<file path="config.mk">
export PLATFORM = sky130hd
export DESIGN_NAME = word_wrap_text_layout_core
export DESIGN_NICKNAME = d
export VERILOG_FILES = /design/src/rtl/core/wwtl_pkg.sv /design/src/rtl/core/wwtl_ctrl.sv /design/src/rtl/core/wwtl_datapath.sv /design/src/rtl/core/word_wrap_text_layout_core.sv
export VERILOG_INCLUDE_DIRS = /design/src /design/src/rtl/core
export SDC_FILE = /design/constraint.sdc
export NUM_CORES = 1
export LEC_CHECK = 0
export BUFFER_PORTS_ARGS = -buffer_cell sky130_fd_sc_hd__buf_4
export CORE_UTILIZATION = 40
export CTS_BUF_LIST = sky130_fd_sc_hd__clkbuf_16
export CTS_CLUSTER_DIAMETER = 150
export CTS_CLUSTER_SIZE = 30
export DETAILED_ROUTE_END_ITERATION = 16
export PLACE_DENSITY_LB_ADDON = 0.3
export REMOVE_ABC_BUFFERS = 1
export SLEW_MARGIN = 20
export SYNTH_ARGS = -nofsm -noshare
export SYNTH_HDL_FRONTEND = slang
export SYNTH_SLANG_ARGS = --single-unit
</file>
<file path="constraint.sdc">
create_clock -name clock -period 8.4 [get_ports clock]
set_input_delay 0.42 -clock clock [delete_from_list [all_inputs] [get_ports clock]]
set_output_delay 0.42 -clock clock [all_outputs]
set_load 0.005 [all_outputs]
</file>
<file path="src/rtl/core/word_wrap_text_layout_core_macros.svh">
// Assertion macros shared by the word wrap layout RTL.
// Depends on nothing; included by the modules that carry assertions.
`ifndef WORD_WRAP_TEXT_LAYOUT_CORE_MACROS_SVH
`define WORD_WRAP_TEXT_LAYOUT_CORE_MACROS_SVH
`ifndef SYNTHESIS
// Same-cycle implication checked on every rising clock edge outside reset.
`define WWTL_ASSERT_IMPLY(label, clk, rst, ante, cons, msg) \
   label: assert property (@(posedge clk) disable iff (rst) (ante) |-> (cons)) \
      else $error(msg);
// Next-cycle implication checked on every rising clock edge outside reset.
`define WWTL_ASSERT_NEXT(label, clk, rst, ante, cons, msg) \
   label: assert property (@(posedge clk) disable iff (rst) (ante) |=> (cons)) \
      else $error(msg);
`else
`define WWTL_ASSERT_IMPLY(label, clk, rst, ante, cons, msg)
`define WWTL_ASSERT_NEXT(label, clk, rst, ante, cons, msg)
`endif
`endif

</file>
<file path="src/rtl/core/wwtl_pkg.sv">
// Shared types and constants for the word wrap text layout core.
// Used by the controller, the datapath and the top level; depends on nothing.
package wwtl_pkg;

   // Character codes of the message stream.
   localparam logic [7:0] CHAR_NEWLINE = 8'h0A;
   localparam logic [7:0] CHAR_SPACE   = 8'h20;
   localparam logic [7:0] CHAR_DEL     = 8'h7F;
   localparam logic [7:0] CODE_SPLIT   = 8'd96;
   localparam logic [7:0] CODE_OFFSET  = 8'd32;

   // Port widths of the two channels.
   localparam int CHAR_W        = 8;
   localparam int SCREEN_ROW_W  = 5;
   localparam int SCREEN_COL_W  = 5;
   localparam int SCREEN_CODE_W = 7;

   // Datapath operations issued by the controller.
   typedef enum logic [3:0] {
      OP_NONE,
      OP_LOAD,
      OP_WORD,
      OP_FLUSH_INIT,
      OP_FLUSH_NEXT,
      OP_PUT_BYTE,
      OP_CLR_STORED,
      OP_CLR_WORD,
      OP_NEWLINE,
      OP_SPACE,
      OP_HOME,
      OP_DRAIN
   } op_type;

   // Status flags reported by the datapath.
   typedef struct packed {
      logic is_zero;
      logic is_newline;
      logic is_space;
      logic printable;
      logic end_flag;
      logic row_ok;
      logic undecided;
      logic stored_zero;
      logic flush_last;
      logic word_wraps;
      logic word_holds;
      logic hold_valid;
      logic put_ok;
      logic slot_free;
   } status_type;

endpackage

</file>
<file path="src/rtl/core/wwtl_ctrl.sv">
// Sequencing state machine of the word wrap text layout core.
// Depends on wwtl_pkg and the assertion macro header.
`include "word_wrap_text_layout_core_macros.svh"

module wwtl_ctrl (
   input  logic                 clock,
   input  logic                 reset,
   input  logic                 req_valid,
   output logic                 req_ready,
   input  wwtl_pkg::status_type status,
   output wwtl_pkg::op_type     cmd_op
);
   import wwtl_pkg::*;

   typedef enum logic [3:0] {
      S_IDLE,
      S_DISPATCH,
      S_WORD,
      S_FLUSH_START,
      S_FLUSH_LOAD,
      S_FLUSH_PUT,
      S_FLUSH_DONE,
      S_PUT_BYTE,
      S_NEWLINE,
      S_SPACE,
      S_TAIL,
      S_HOME,
      S_DRAIN
   } state_type;

   // Where to continue once a held word has been released.
   typedef enum logic [1:0] {
      RET_NEWLINE,
      RET_SPACE,
      RET_END,
      RET_BYTE
   } ret_type;

   state_type state_ff, state_in;
   ret_type   ret_ff, ret_in;
   logic      ready_ff;

   // Next state, return point and datapath operation.
   always_comb begin
      state_in = state_ff;
      ret_in   = ret_ff;
      cmd_op   = OP_NONE;
      case (state_ff)
         S_IDLE: begin
            if (req_valid && ready_ff) begin
               cmd_op   = OP_LOAD;
               state_in = S_DISPATCH;
            end
         end
         S_DISPATCH: begin
            if (!status.is_zero && status.row_ok) begin
               if (status.is_newline || status.is_space) begin
                  ret_in   = status.is_newline ? RET_NEWLINE : RET_SPACE;
                  state_in = status.undecided ? S_FLUSH_START : S_FLUSH_DONE;
               end else begin
                  state_in = S_WORD;
               end
            end else begin
               state_in = S_TAIL;
            end
         end
         S_WORD: begin
            cmd_op = OP_WORD;
            if (status.word_wraps) begin
               ret_in   = RET_BYTE;
               state_in = S_FLUSH_START;
            end else if (status.word_holds) begin
               state_in = S_TAIL;
            end else begin
               state_in = S_PUT_BYTE;
            end
         end
         S_FLUSH_START: begin
            cmd_op   = OP_FLUSH_INIT;
            state_in = status.stored_zero ? S_FLUSH_DONE : S_FLUSH_LOAD;
         end
         S_FLUSH_LOAD: begin
            state_in = S_FLUSH_PUT;
         end
         S_FLUSH_PUT: begin
            if (status.put_ok) begin
               cmd_op   = OP_FLUSH_NEXT;
               state_in = status.flush_last ? S_FLUSH_DONE : S_FLUSH_LOAD;
            end
         end
         S_FLUSH_DONE: begin
            if (ret_ff == RET_BYTE) begin
               cmd_op   = OP_CLR_STORED;
               state_in = S_PUT_BYTE;
            end else begin
               cmd_op = OP_CLR_WORD;
               case (ret_ff)
                  RET_NEWLINE: state_in = S_NEWLINE;
                  RET_SPACE:   state_in = S_SPACE;
                  default:     state_in = S_HOME;
               endcase
            end
         end
         S_PUT_BYTE: begin
            if (!status.printable) begin
               state_in = S_TAIL;
            end else if (status.put_ok) begin
               cmd_op   = OP_PUT_BYTE;
               state_in = S_TAIL;
            end
         end
         S_NEWLINE: begin
            cmd_op   = OP_NEWLINE;
            state_in = S_TAIL;
         end
         S_SPACE: begin
            cmd_op   = OP_SPACE;
            state_in = S_TAIL;
         end
         S_TAIL: begin
            if (status.is_zero || status.end_flag) begin
               ret_in   = RET_END;
               state_in = status.undecided ? S_FLUSH_START : S_FLUSH_DONE;
            end else begin
               state_in = S_DRAIN;
            end
         end
         S_HOME: begin
            cmd_op   = OP_HOME;
            state_in = S_DRAIN;
         end
         S_DRAIN: begin
            if (!status.hold_valid) begin
               state_in = S_IDLE;
            end else if (status.slot_free) begin
               cmd_op   = OP_DRAIN;
               state_in = S_IDLE;
            end
         end
         default: begin
            state_in = S_IDLE;
         end
      endcase
   end

   // State, return point and registered ready.
   always_ff @(posedge clock) begin
      if (reset) begin
         state_ff <= S_IDLE;
         ret_ff   <= RET_END;
         ready_ff <= 1'b1;
      end else begin
         state_ff <= state_in;
         ret_ff   <= ret_in;
         ready_ff <= (state_in == S_IDLE);
      end
   end

   assign req_ready = ready_ff;

   // The last write of a transaction must be delivered before the next one starts.
   `WWTL_ASSERT_IMPLY(a_idle_hold_empty, clock, reset, ready_ff, !status.hold_valid,
      "ready raised while a write is still held")
   // Only a held word or a wrapped word is ever released from the store.
   `WWTL_ASSERT_IMPLY(a_flush_reason, clock, reset, state_ff == S_FLUSH_PUT,
      status.undecided || (ret_ff == RET_BYTE), "store released without reason")
   // One transaction at a time.
   `WWTL_ASSERT_NEXT(a_single_item, clock, reset, req_valid && ready_ff, !ready_ff,
      "ready stayed high after a transaction was accepted")

endmodule

</file>
<file path="src/rtl/core/wwtl_datapath.sv">
// Position registers, word store and output register of the layout core.
// Depends on wwtl_pkg and the assertion macro header.
`include "word_wrap_text_layout_core_macros.svh"

module wwtl_datapath #(
   parameter int GRID_COLS = 20,
   parameter int GRID_ROWS = 25
) (
   input  logic                                  clock,
   input  logic                                  reset,
   input  wwtl_pkg::op_type                      cmd_op,
   output wwtl_pkg::status_type                  status,
   input  logic [wwtl_pkg::CHAR_W-1:0]           req_char_byte,
   input  logic                                  req_end_of_message,
   output logic                                  rsp_valid,
   input  logic                                  rsp_ready,
   output logic [wwtl_pkg::SCREEN_ROW_W-1:0]     rsp_screen_row,
   output logic [wwtl_pkg::SCREEN_COL_W-1:0]     rsp_screen_col,
   output logic [wwtl_pkg::SCREEN_CODE_W-1:0]    rsp_screen_code,
   output logic                                  rsp_run_last
);
   import wwtl_pkg::*;

   localparam int ROW_W = $clog2(GRID_ROWS + 1);
   localparam int COL_W = $clog2(GRID_COLS + 1);
   localparam int LEN_W = $clog2(GRID_COLS + 2);
   localparam int IDX_W = $clog2(GRID_COLS);
   localparam int SUM_W = $clog2(2 * GRID_COLS + 2);

   logic [CHAR_W-1:0]        byte_ff;
   logic                     eom_ff;
   logic [ROW_W-1:0]         row_ff, row_in;
   logic [COL_W-1:0]         col_ff, col_in;
   logic [LEN_W-1:0]         wl_ff, wl_in;
   logic                     und_ff, und_in;
   logic [COL_W-1:0]         stored_ff, stored_in;
   logic [IDX_W-1:0]         flush_idx_ff, flush_idx_in;
   logic [SCREEN_CODE_W-1:0] store_mem [GRID_COLS];
   logic [SCREEN_CODE_W-1:0] rdata_ff;
   logic                     hold_valid_ff, hold_valid_in;
   logic [ROW_W-1:0]         hold_row_ff;
   logic [COL_W-1:0]         hold_col_ff;
   logic [SCREEN_CODE_W-1:0] hold_code_ff;
   logic                     rsp_valid_ff, rsp_valid_in;
   logic [SCREEN_ROW_W-1:0]  rsp_row_ff;
   logic [SCREEN_COL_W-1:0]  rsp_col_ff;
   logic [SCREEN_CODE_W-1:0] rsp_code_ff;
   logic                     rsp_last_ff;

   logic [CHAR_W-1:0]        byte_code;
   logic [SCREEN_CODE_W-1:0] put_code;
   logic                     printable, row_ok, col_at_edge;
   logic [LEN_W-1:0]         new_wl;
   logic                     new_und;
   logic [COL_W-1:0]         new_stored;
   logic [SUM_W-1:0]         fit_sum;
   logic                     wraps, holds, store_en;
   logic                     put_en, emit, push_en, slot_free;
   logic [ROW_W-1:0]         eff_row;
   logic [COL_W-1:0]         eff_col;

   // Byte classes and screen code of the latched byte.
   assign byte_code = (byte_ff < CODE_SPLIT) ? (byte_ff - CODE_OFFSET) : byte_ff;
   assign printable = (byte_ff >= CHAR_SPACE) && (byte_ff <= CHAR_DEL);
   assign row_ok      = row_ff < ROW_W'(GRID_ROWS);
   assign col_at_edge = col_ff == COL_W'(GRID_COLS);

   // Word length and fit decision for a word byte.
   always_comb begin
      if (wl_ff == '0) begin
         new_wl     = LEN_W'(1);
         new_und    = (col_ff != '0);
         new_stored = '0;
      end else begin
         new_wl     = (wl_ff < LEN_W'(GRID_COLS + 1)) ? (wl_ff + LEN_W'(1)) : wl_ff;
         new_und    = und_ff;
         new_stored = stored_ff;
      end
   end
   assign fit_sum  = SUM_W'(col_ff) + SUM_W'(new_wl);
   assign wraps    = new_und && (fit_sum > SUM_W'(GRID_COLS));
   assign holds    = new_und && !wraps;
   assign store_en = (cmd_op == OP_WORD) && holds && printable &&
                     (new_stored < COL_W'(GRID_COLS));

   // One screen write: wrap at the right edge, drop once the grid is full.
   assign put_en    = (cmd_op == OP_PUT_BYTE) || (cmd_op == OP_FLUSH_NEXT);
   assign put_code  = (cmd_op == OP_FLUSH_NEXT) ? rdata_ff : byte_code[SCREEN_CODE_W-1:0];
   assign eff_row   = col_at_edge ? (row_ff + ROW_W'(1)) : row_ff;
   assign eff_col   = col_at_edge ? '0 : col_ff;
   assign emit      = put_en && row_ok && (eff_row < ROW_W'(GRID_ROWS));
   assign slot_free = !rsp_valid_ff || rsp_ready;
   assign push_en   = hold_valid_ff && (emit || (cmd_op == OP_DRAIN));

   // Next values of the layout state.
   always_comb begin
      row_in        = row_ff;
      col_in        = col_ff;
      wl_in         = wl_ff;
      und_in        = und_ff;
      stored_in     = stored_ff;
      flush_idx_in  = flush_idx_ff;
      case (cmd_op)
         OP_WORD: begin
            wl_in = new_wl;
            if (wraps) begin
               row_in    = row_ff + ROW_W'(1);
               col_in    = '0;
               und_in    = 1'b0;
               stored_in = new_stored;
            end else if (holds) begin
               und_in    = 1'b1;
               stored_in = store_en ? (new_stored + COL_W'(1)) : new_stored;
            end else begin
               und_in    = 1'b0;
               stored_in = new_stored;
            end
         end
         OP_FLUSH_INIT: begin
            flush_idx_in = '0;
         end
         OP_FLUSH_NEXT, OP_PUT_BYTE: begin
            if (cmd_op == OP_FLUSH_NEXT) begin
               flush_idx_in = flush_idx_ff + IDX_W'(1);
            end
            if (row_ok) begin
               row_in = eff_row;
               col_in = emit ? (eff_col + COL_W'(1)) : eff_col;
            end
         end
         OP_CLR_STORED: begin
            stored_in = '0;
         end
         OP_CLR_WORD: begin
            und_in    = 1'b0;
            stored_in = '0;
            wl_in     = '0;
         end
         OP_NEWLINE: begin
            row_in = row_ff + ROW_W'(1);
            col_in = '0;
         end
         OP_SPACE: begin
            if ((col_ff != '0) && (col_ff < COL_W'(GRID_COLS))) begin
               col_in = col_ff + COL_W'(1);
            end
         end
         OP_HOME: begin
            row_in = '0;
            col_in = '0;
         end
         default: begin
         end
      endcase
   end

   // Held write and output register valid flags.
   always_comb begin
      hold_valid_in = hold_valid_ff;
      if (emit) begin
         hold_valid_in = 1'b1;
      end else if (cmd_op == OP_DRAIN) begin
         hold_valid_in = 1'b0;
      end
      if (push_en) begin
         rsp_valid_in = 1'b1;
      end else if (rsp_ready) begin
         rsp_valid_in = 1'b0;
      end else begin
         rsp_valid_in = rsp_valid_ff;
      end
   end

   // Control and position registers.
   always_ff @(posedge clock) begin
      if (reset) begin
         row_ff        <= '0;
         col_ff        <= '0;
         wl_ff         <= '0;
         und_ff        <= 1'b0;
         stored_ff     <= '0;
         flush_idx_ff  <= '0;
         hold_valid_ff <= 1'b0;
         rsp_valid_ff  <= 1'b0;
      end else begin
         row_ff        <= row_in;
         col_ff        <= col_in;
         wl_ff         <= wl_in;
         und_ff        <= und_in;
         stored_ff     <= stored_in;
         flush_idx_ff  <= flush_idx_in;
         hold_valid_ff <= hold_valid_in;
         rsp_valid_ff  <= rsp_valid_in;
      end
   end

   // Latched transaction payload.
   always_ff @(posedge clock) begin
      if (cmd_op == OP_LOAD) begin
         byte_ff <= req_char_byte;
         eom_ff  <= req_end_of_message;
      end
   end

   // Word store: one write port, one registered read port.
   always_ff @(posedge clock) begin
      if (store_en) begin
         store_mem[new_stored[IDX_W-1:0]] <= byte_code[SCREEN_CODE_W-1:0];
      end
      rdata_ff <= store_mem[flush_idx_ff];
   end

   // Held write and output payload.
   always_ff @(posedge clock) begin
      if (emit) begin
         hold_row_ff  <= eff_row;
         hold_col_ff  <= eff_col;
         hold_code_ff <= put_code;
      end
      if (push_en) begin
         rsp_row_ff  <= SCREEN_ROW_W'(hold_row_ff);
         rsp_col_ff  <= SCREEN_COL_W'(hold_col_ff);
         rsp_code_ff <= hold_code_ff;
         rsp_last_ff <= (cmd_op == OP_DRAIN);
      end
   end

   // Status toward the controller.
   always_comb begin
      status.is_zero     = (byte_ff == '0);
      status.is_newline  = (byte_ff == CHAR_NEWLINE);
      status.is_space    = (byte_ff == CHAR_SPACE);
      status.printable   = printable;
      status.end_flag    = eom_ff;
      status.row_ok      = row_ok;
      status.undecided   = und_ff;
      status.stored_zero = (stored_ff == '0);
      status.flush_last  = ((COL_W'(flush_idx_ff) + COL_W'(1)) == stored_ff);
      status.word_wraps  = wraps;
      status.word_holds  = holds;
      status.hold_valid  = hold_valid_ff;
      status.put_ok      = !hold_valid_ff || slot_free;
      status.slot_free   = slot_free;
   end

   assign rsp_valid       = rsp_valid_ff;
   assign rsp_screen_row  = rsp_row_ff;
   assign rsp_screen_col  = rsp_col_ff;
   assign rsp_screen_code = rsp_code_ff;
   assign rsp_run_last    = rsp_last_ff;

   // A held write always lies inside the grid.
   `WWTL_ASSERT_IMPLY(a_hold_in_grid, clock, reset, hold_valid_ff,
      (hold_row_ff < ROW_W'(GRID_ROWS)) && (hold_col_ff < COL_W'(GRID_COLS)),
      "held write outside the grid")
   // A held word never stores more codes than it has bytes.
   `WWTL_ASSERT_IMPLY(a_store_count, clock, reset, und_ff,
      (wl_ff != '0) && (SUM_W'(stored_ff) <= SUM_W'(wl_ff)),
      "word store count exceeds word length")
   // A stalled write transaction keeps its valid and payload.
   `WWTL_ASSERT_NEXT(a_rsp_stable, clock, reset, rsp_valid_ff && !rsp_ready,
      rsp_valid_ff && $stable(rsp_row_ff) && $stable(rsp_col_ff) &&
      $stable(rsp_code_ff) && $stable(rsp_last_ff),
      "stalled write changed before it was taken")

endmodule

</file>
<file path="src/rtl/core/word_wrap_text_layout_core.sv">
// Top level of the word wrap text layout core.
// Depends on wwtl_pkg, wwtl_ctrl and wwtl_datapath.
//
//   Channel  Direction  Handshake             Transaction
//   req_     in         req_valid/req_ready   one message byte and end flag
//   rsp_     out        rsp_valid/rsp_ready   one screen write (row, col, code, last)
//
// A drawn byte steps through load, dispatch, word, put, tail and drain; a held byte skips the put.
// Releasing a held word runs a start step, then a read and a write per stored character, then a done step.
// The sequencing state machine handles one byte at a time; the next byte is taken
// once every write of the current one has reached the output register.
// Reset is synchronous and clears position, word state and both valid flags.
// A stalled output holds the sequencer on its next write; the store is not cleared.

module word_wrap_text_layout_core #(
   parameter int GRID_COLS = 20,
   parameter int GRID_ROWS = 25
) (
   input  logic                                  clock,
   input  logic                                  reset,
   input  logic                                  req_valid,
   output logic                                  req_ready,
   input  logic [wwtl_pkg::CHAR_W-1:0]           req_char_byte,
   input  logic                                  req_end_of_message,
   output logic                                  rsp_valid,
   input  logic                                  rsp_ready,
   output logic [wwtl_pkg::SCREEN_ROW_W-1:0]     rsp_screen_row,
   output logic [wwtl_pkg::SCREEN_COL_W-1:0]     rsp_screen_col,
   output logic [wwtl_pkg::SCREEN_CODE_W-1:0]    rsp_screen_code,
   output logic                                  rsp_run_last
);
   import wwtl_pkg::*;

   op_type     cmd_op;
   status_type status;

   // Sequencer.
   wwtl_ctrl u_ctrl (
      .clock     (clock),
      .reset     (reset),
      .req_valid (req_valid),
      .req_ready (req_ready),
      .status    (status),
      .cmd_op    (cmd_op)
   );

   // Layout state, word store and output register.
   wwtl_datapath #(
      .GRID_COLS (GRID_COLS),
      .GRID_ROWS (GRID_ROWS)
   ) u_datapath (
      .clock              (clock),
      .reset              (reset),
      .cmd_op             (cmd_op),
      .status             (status),
      .req_char_byte      (req_char_byte),
      .req_end_of_message (req_end_of_message),
      .rsp_valid          (rsp_valid),
      .rsp_ready          (rsp_ready),
      .rsp_screen_row     (rsp_screen_row),
      .rsp_screen_col     (rsp_screen_col),
      .rsp_screen_code    (rsp_screen_code),
      .rsp_run_last       (rsp_run_last)
   );

endmodule

</file>
==> results.yml <==
status:
  outcome: "finished, final reports clean"
finish:
  diodes: 0
  final_common_cell: "edfxtp_1"
  drive_gt1_frac: 0.1895
  fin_util: 0.4427
  area_growth_pct: 8.174
  final_cell_mix: "edfxtp_1, a21oi_1, nand2_1"
  nets: 736
  stdcell_area_um2: 10830
timing:
  finalMaxSlewViolations: 0
  min_period_ps: 4535
  fin_ws_ps: 3865
  tightest_slew_ps: 983.9
  fmax_mhz: 220.5
  slew_headroom: 0.3441
  hold_viol_final: 0
  fin_setup_tns_ps: 0
  rsz0062_at_grt: "false"
  timing.final.crit_share: 0.5399
  skew_ps: 30.96
  setup_viol: 0
routing:
  drc: 0
  wl_per_cell_um: 20.26
  drtPass1Iterations: 5
  ant_nets: 0
  via_count: 5780
  routed_wl_um: 20890
  drt_iter0_drc: 581
  vias_per_cell: 5.606
worst_setup_path:
  start_kind: "register"
  crit_arrival_ps: 4640
  critical_path_class: "reg -> reg"
  rrSetupSlack_ps: 3860
  cp-end-kind: "register"
  cp.required_ps: 8500
  rr_endpoint: "u_datapath.store_mem[19][0]"
  reg2reg_depth: 12
  reg2reg_from: "u_datapath.wl_ff[0]"
  crit_fanout: 12
synthesis:
  synth_adder_area_share: 0.02325
  synthFlopType: "edfxtp_1"
  synth_warnings: 0
  avgSynthCellArea_um2: 14.47
  synth_cell_type_count: 80
  yosysSeqAreaShare: 0.6359
  synth_mux_area_frac: 0.1186
  synth_top_family_by_area: "multiplexers"
  synth_simple_gate_area_frac: 0.1032
  syn_inst: 692
  syn_area_um2: 10010
  synth_enable_flop_cells: 184
  synth-xor-area-share: 0.01662
  synthArstFlopShare: 0
  ys_ff_latch: 226
  synth_compound_gate_area_share: 0.07762
power_and_ir_drop:
  p_leak_uw: 0.003455
  max-vdd-ir-drop_mv: 0.1723
  power_uw: 2395
  power_density_nw_per_um2: 221.1
clock_tree:
  cts.clk_slew.worst_paths_ps: 120
  cts_buffers: 11
  clock_latency_ps: 470
  h-tree-depth: 1
  cts_resized: 0
  clk_path_buf_depth: 3
  holdBufCountCts: 0
  cts.sinks: 226
  cts_tree: "built"
  cts-root-buf: "clkbuf_16"
  postCtsSetupBuffers: 0
hold_path:
  min-delay-start: "req_char_byte[5]"
  hold_path_class: "in -> reg"
  whs_path_depth: 1
  holdPathEnd: "u_datapath.byte_ff[5]"
global_route:
  grt_pass1_wl_um: 32900
  grt_pass1_vias: 5646
  grt-ovfl-total: 0
  grt_start_max_net_pins: 41
  gr-usage-all-layers: 0.1644
  antenna_found_initial: 0
place:
  portBuffers: 32
  dp_hpwl_um: 14320
  place.gp.congestion: 0.8593
  placed_cell_area_um2: 10530
  dp_slack_ps: 3924
die:
  start_util: 0.4092
  coreArea_um2: 24460
  ios: 33
  die_x_um: 160.2
  rows: 57
  die_h_um: 160.2
  dieArea_um2: 25660
job:
  cap_violations: 0
-- area by class of cell --
class / instances / area [um^2]
Sequential cell: 226 / 6367
Inverter: 17 / 63.81
Multi-Input combinational cell: 410 / 3397
Clock buffer: 11 / 275.3
Fill cell: 2138 / 13630
Timing Repair Buffer: 39 / 292.8
Tap cell: 324 / 405.4
Clock inverter: 4 / 27.53
-- registers in the layout (all words and copies together), names as in the netlist --
| register | count |
|---|---|
| u_datapath.row_ff | 5 |
| u_datapath.byte_ff | 8 |
| u_datapath.hold_col_ff | 5 |
| u_datapath.hold_code_ff | 7 |
| u_ctrl.ret_ff | 2 |
| u_datapath.rsp_run_last | 1 |
| u_datapath.und_ff | 1 |
| u_datapath.rsp_screen_row | 5 |
| u_datapath.col_ff | 5 |
| u_datapath.rsp_valid | 1 |
| u_datapath.hold_valid_ff | 1 |
| u_datapath.store_mem | 140 |
| u_datapath.wl_ff | 5 |
| u_datapath.eom_ff | 1 |
| u_ctrl.state_ff | 4 |
| u_datapath.rdata_ff | 7 |
| u_ctrl.req_ready | 1 |
| u_datapath.rsp_screen_code | 7 |
| u_datapath.flush_idx_ff | 5 |
| u_datapath.hold_row_ff | 5 |
| u_datapath.stored_ff | 5 |
| u_datapath.rsp_screen_col | 5 |
-- where the power goes --
group	internal, uW	switching [uW]	total [uW]	leakage [uW]
combinational	152	247	400	0.00129
clock	245	330	576	0.000159
sequential	1320	102	1420	0.00200
total	1710	680	2390	0.00345
-- layer usage --
layer | track usage | vias to the layer above | routed length, um
met5 | 0 | - | 0
met4 | 0.02727 | 0 | 195
met3 | 0.02364 | 13 | 1240
met2 | 0.2676 | 182 | 9943
met1 | 0.2375 | 2903 | 9512
li1 | - | 2682 | -
-- how the worst max path moves through the flow --
stage,startpoint,to,slack (ps),cells after the start
2_1_floorplan,u_datapath.wl_ff[0],u_datapath.store_mem[7][0],4260,12
3_3_place_gp,u_datapath.wl_ff[0],u_datapath.store_mem[19][0],4170,12
3_5_place_dp,u_datapath.wl_ff[0],u_datapath.store_mem[19][0],3920,12
4_1_cts,u_datapath.wl_ff[0],u_datapath.store_mem[19][0],3890,12
5_1_grt,u_datapath.wl_ff[0],u_datapath.store_mem[19][4],3440,12
6_report,u_datapath.wl_ff[0],u_datapath.store_mem[19][0],3860,12
-- per-stage QoR --
step,instances,hold WS [ps]
2_1_floorplan,653,400.3
3_3_place_gp,1016,401.6
3_5_place_dp,1016,404.5
4_1_cts,1031,94.33
5_1_grt,1031,86.84
6_report,1031,115.5
-- Yosys cell counts, types with 5 or more instances --
master	number	area, um^2
edfxtp_1	184	5525
a21oi_1	47	235.2
nand2_1	46	172.7
dfxtp_1	42	840.8
mux4_2	42	945.9
nor2_1	42	157.7
clkbuf_1	20	75.07
o21ai_0	19	95.09
ha_1	17	212.7
inv_1	17	63.81
mux2_2	15	168.9
nor3_1	14	70.07
nand3_1	13	65.06
xnor2_1	13	113.9
nand2b_1	8	50.05
and2_1	7	43.79
buf_1	7	26.28
nor2b_1	7	43.79
nand4_1	6	37.54
nor4_1	6	37.54
xor2_1	6	52.55
a31oi_1	5	31.28
and3_1	5	31.28
buf_2	5	25.02
mux2i_1	5	50.05
nand3b_1	5	37.54
-- logic make-up after synthesis --
family	after synthesis
AO/OA/AOI/OAI	120
XOR/XNOR	19
adder cells (fa/ha/maj)	18
buffers and inverters	56
flip-flops	226
multiplexers	63
AND/OR/NAND/NOR	190
-- worst max-delay path, cell delays in order, from the launching register on --
cell and delay (ps):
dfxtp_1 490, inv_1 100, ha_1 220, nand2_1 110, nor2_1 100, nor3_1 470
ha_1 320, a211oi_1 330, o31ai_1 160, or3_4 350, nor3_2 640, nand3_2 180
nor3_1 700
No activity file was read; power rests on OpenSTA's default activity.
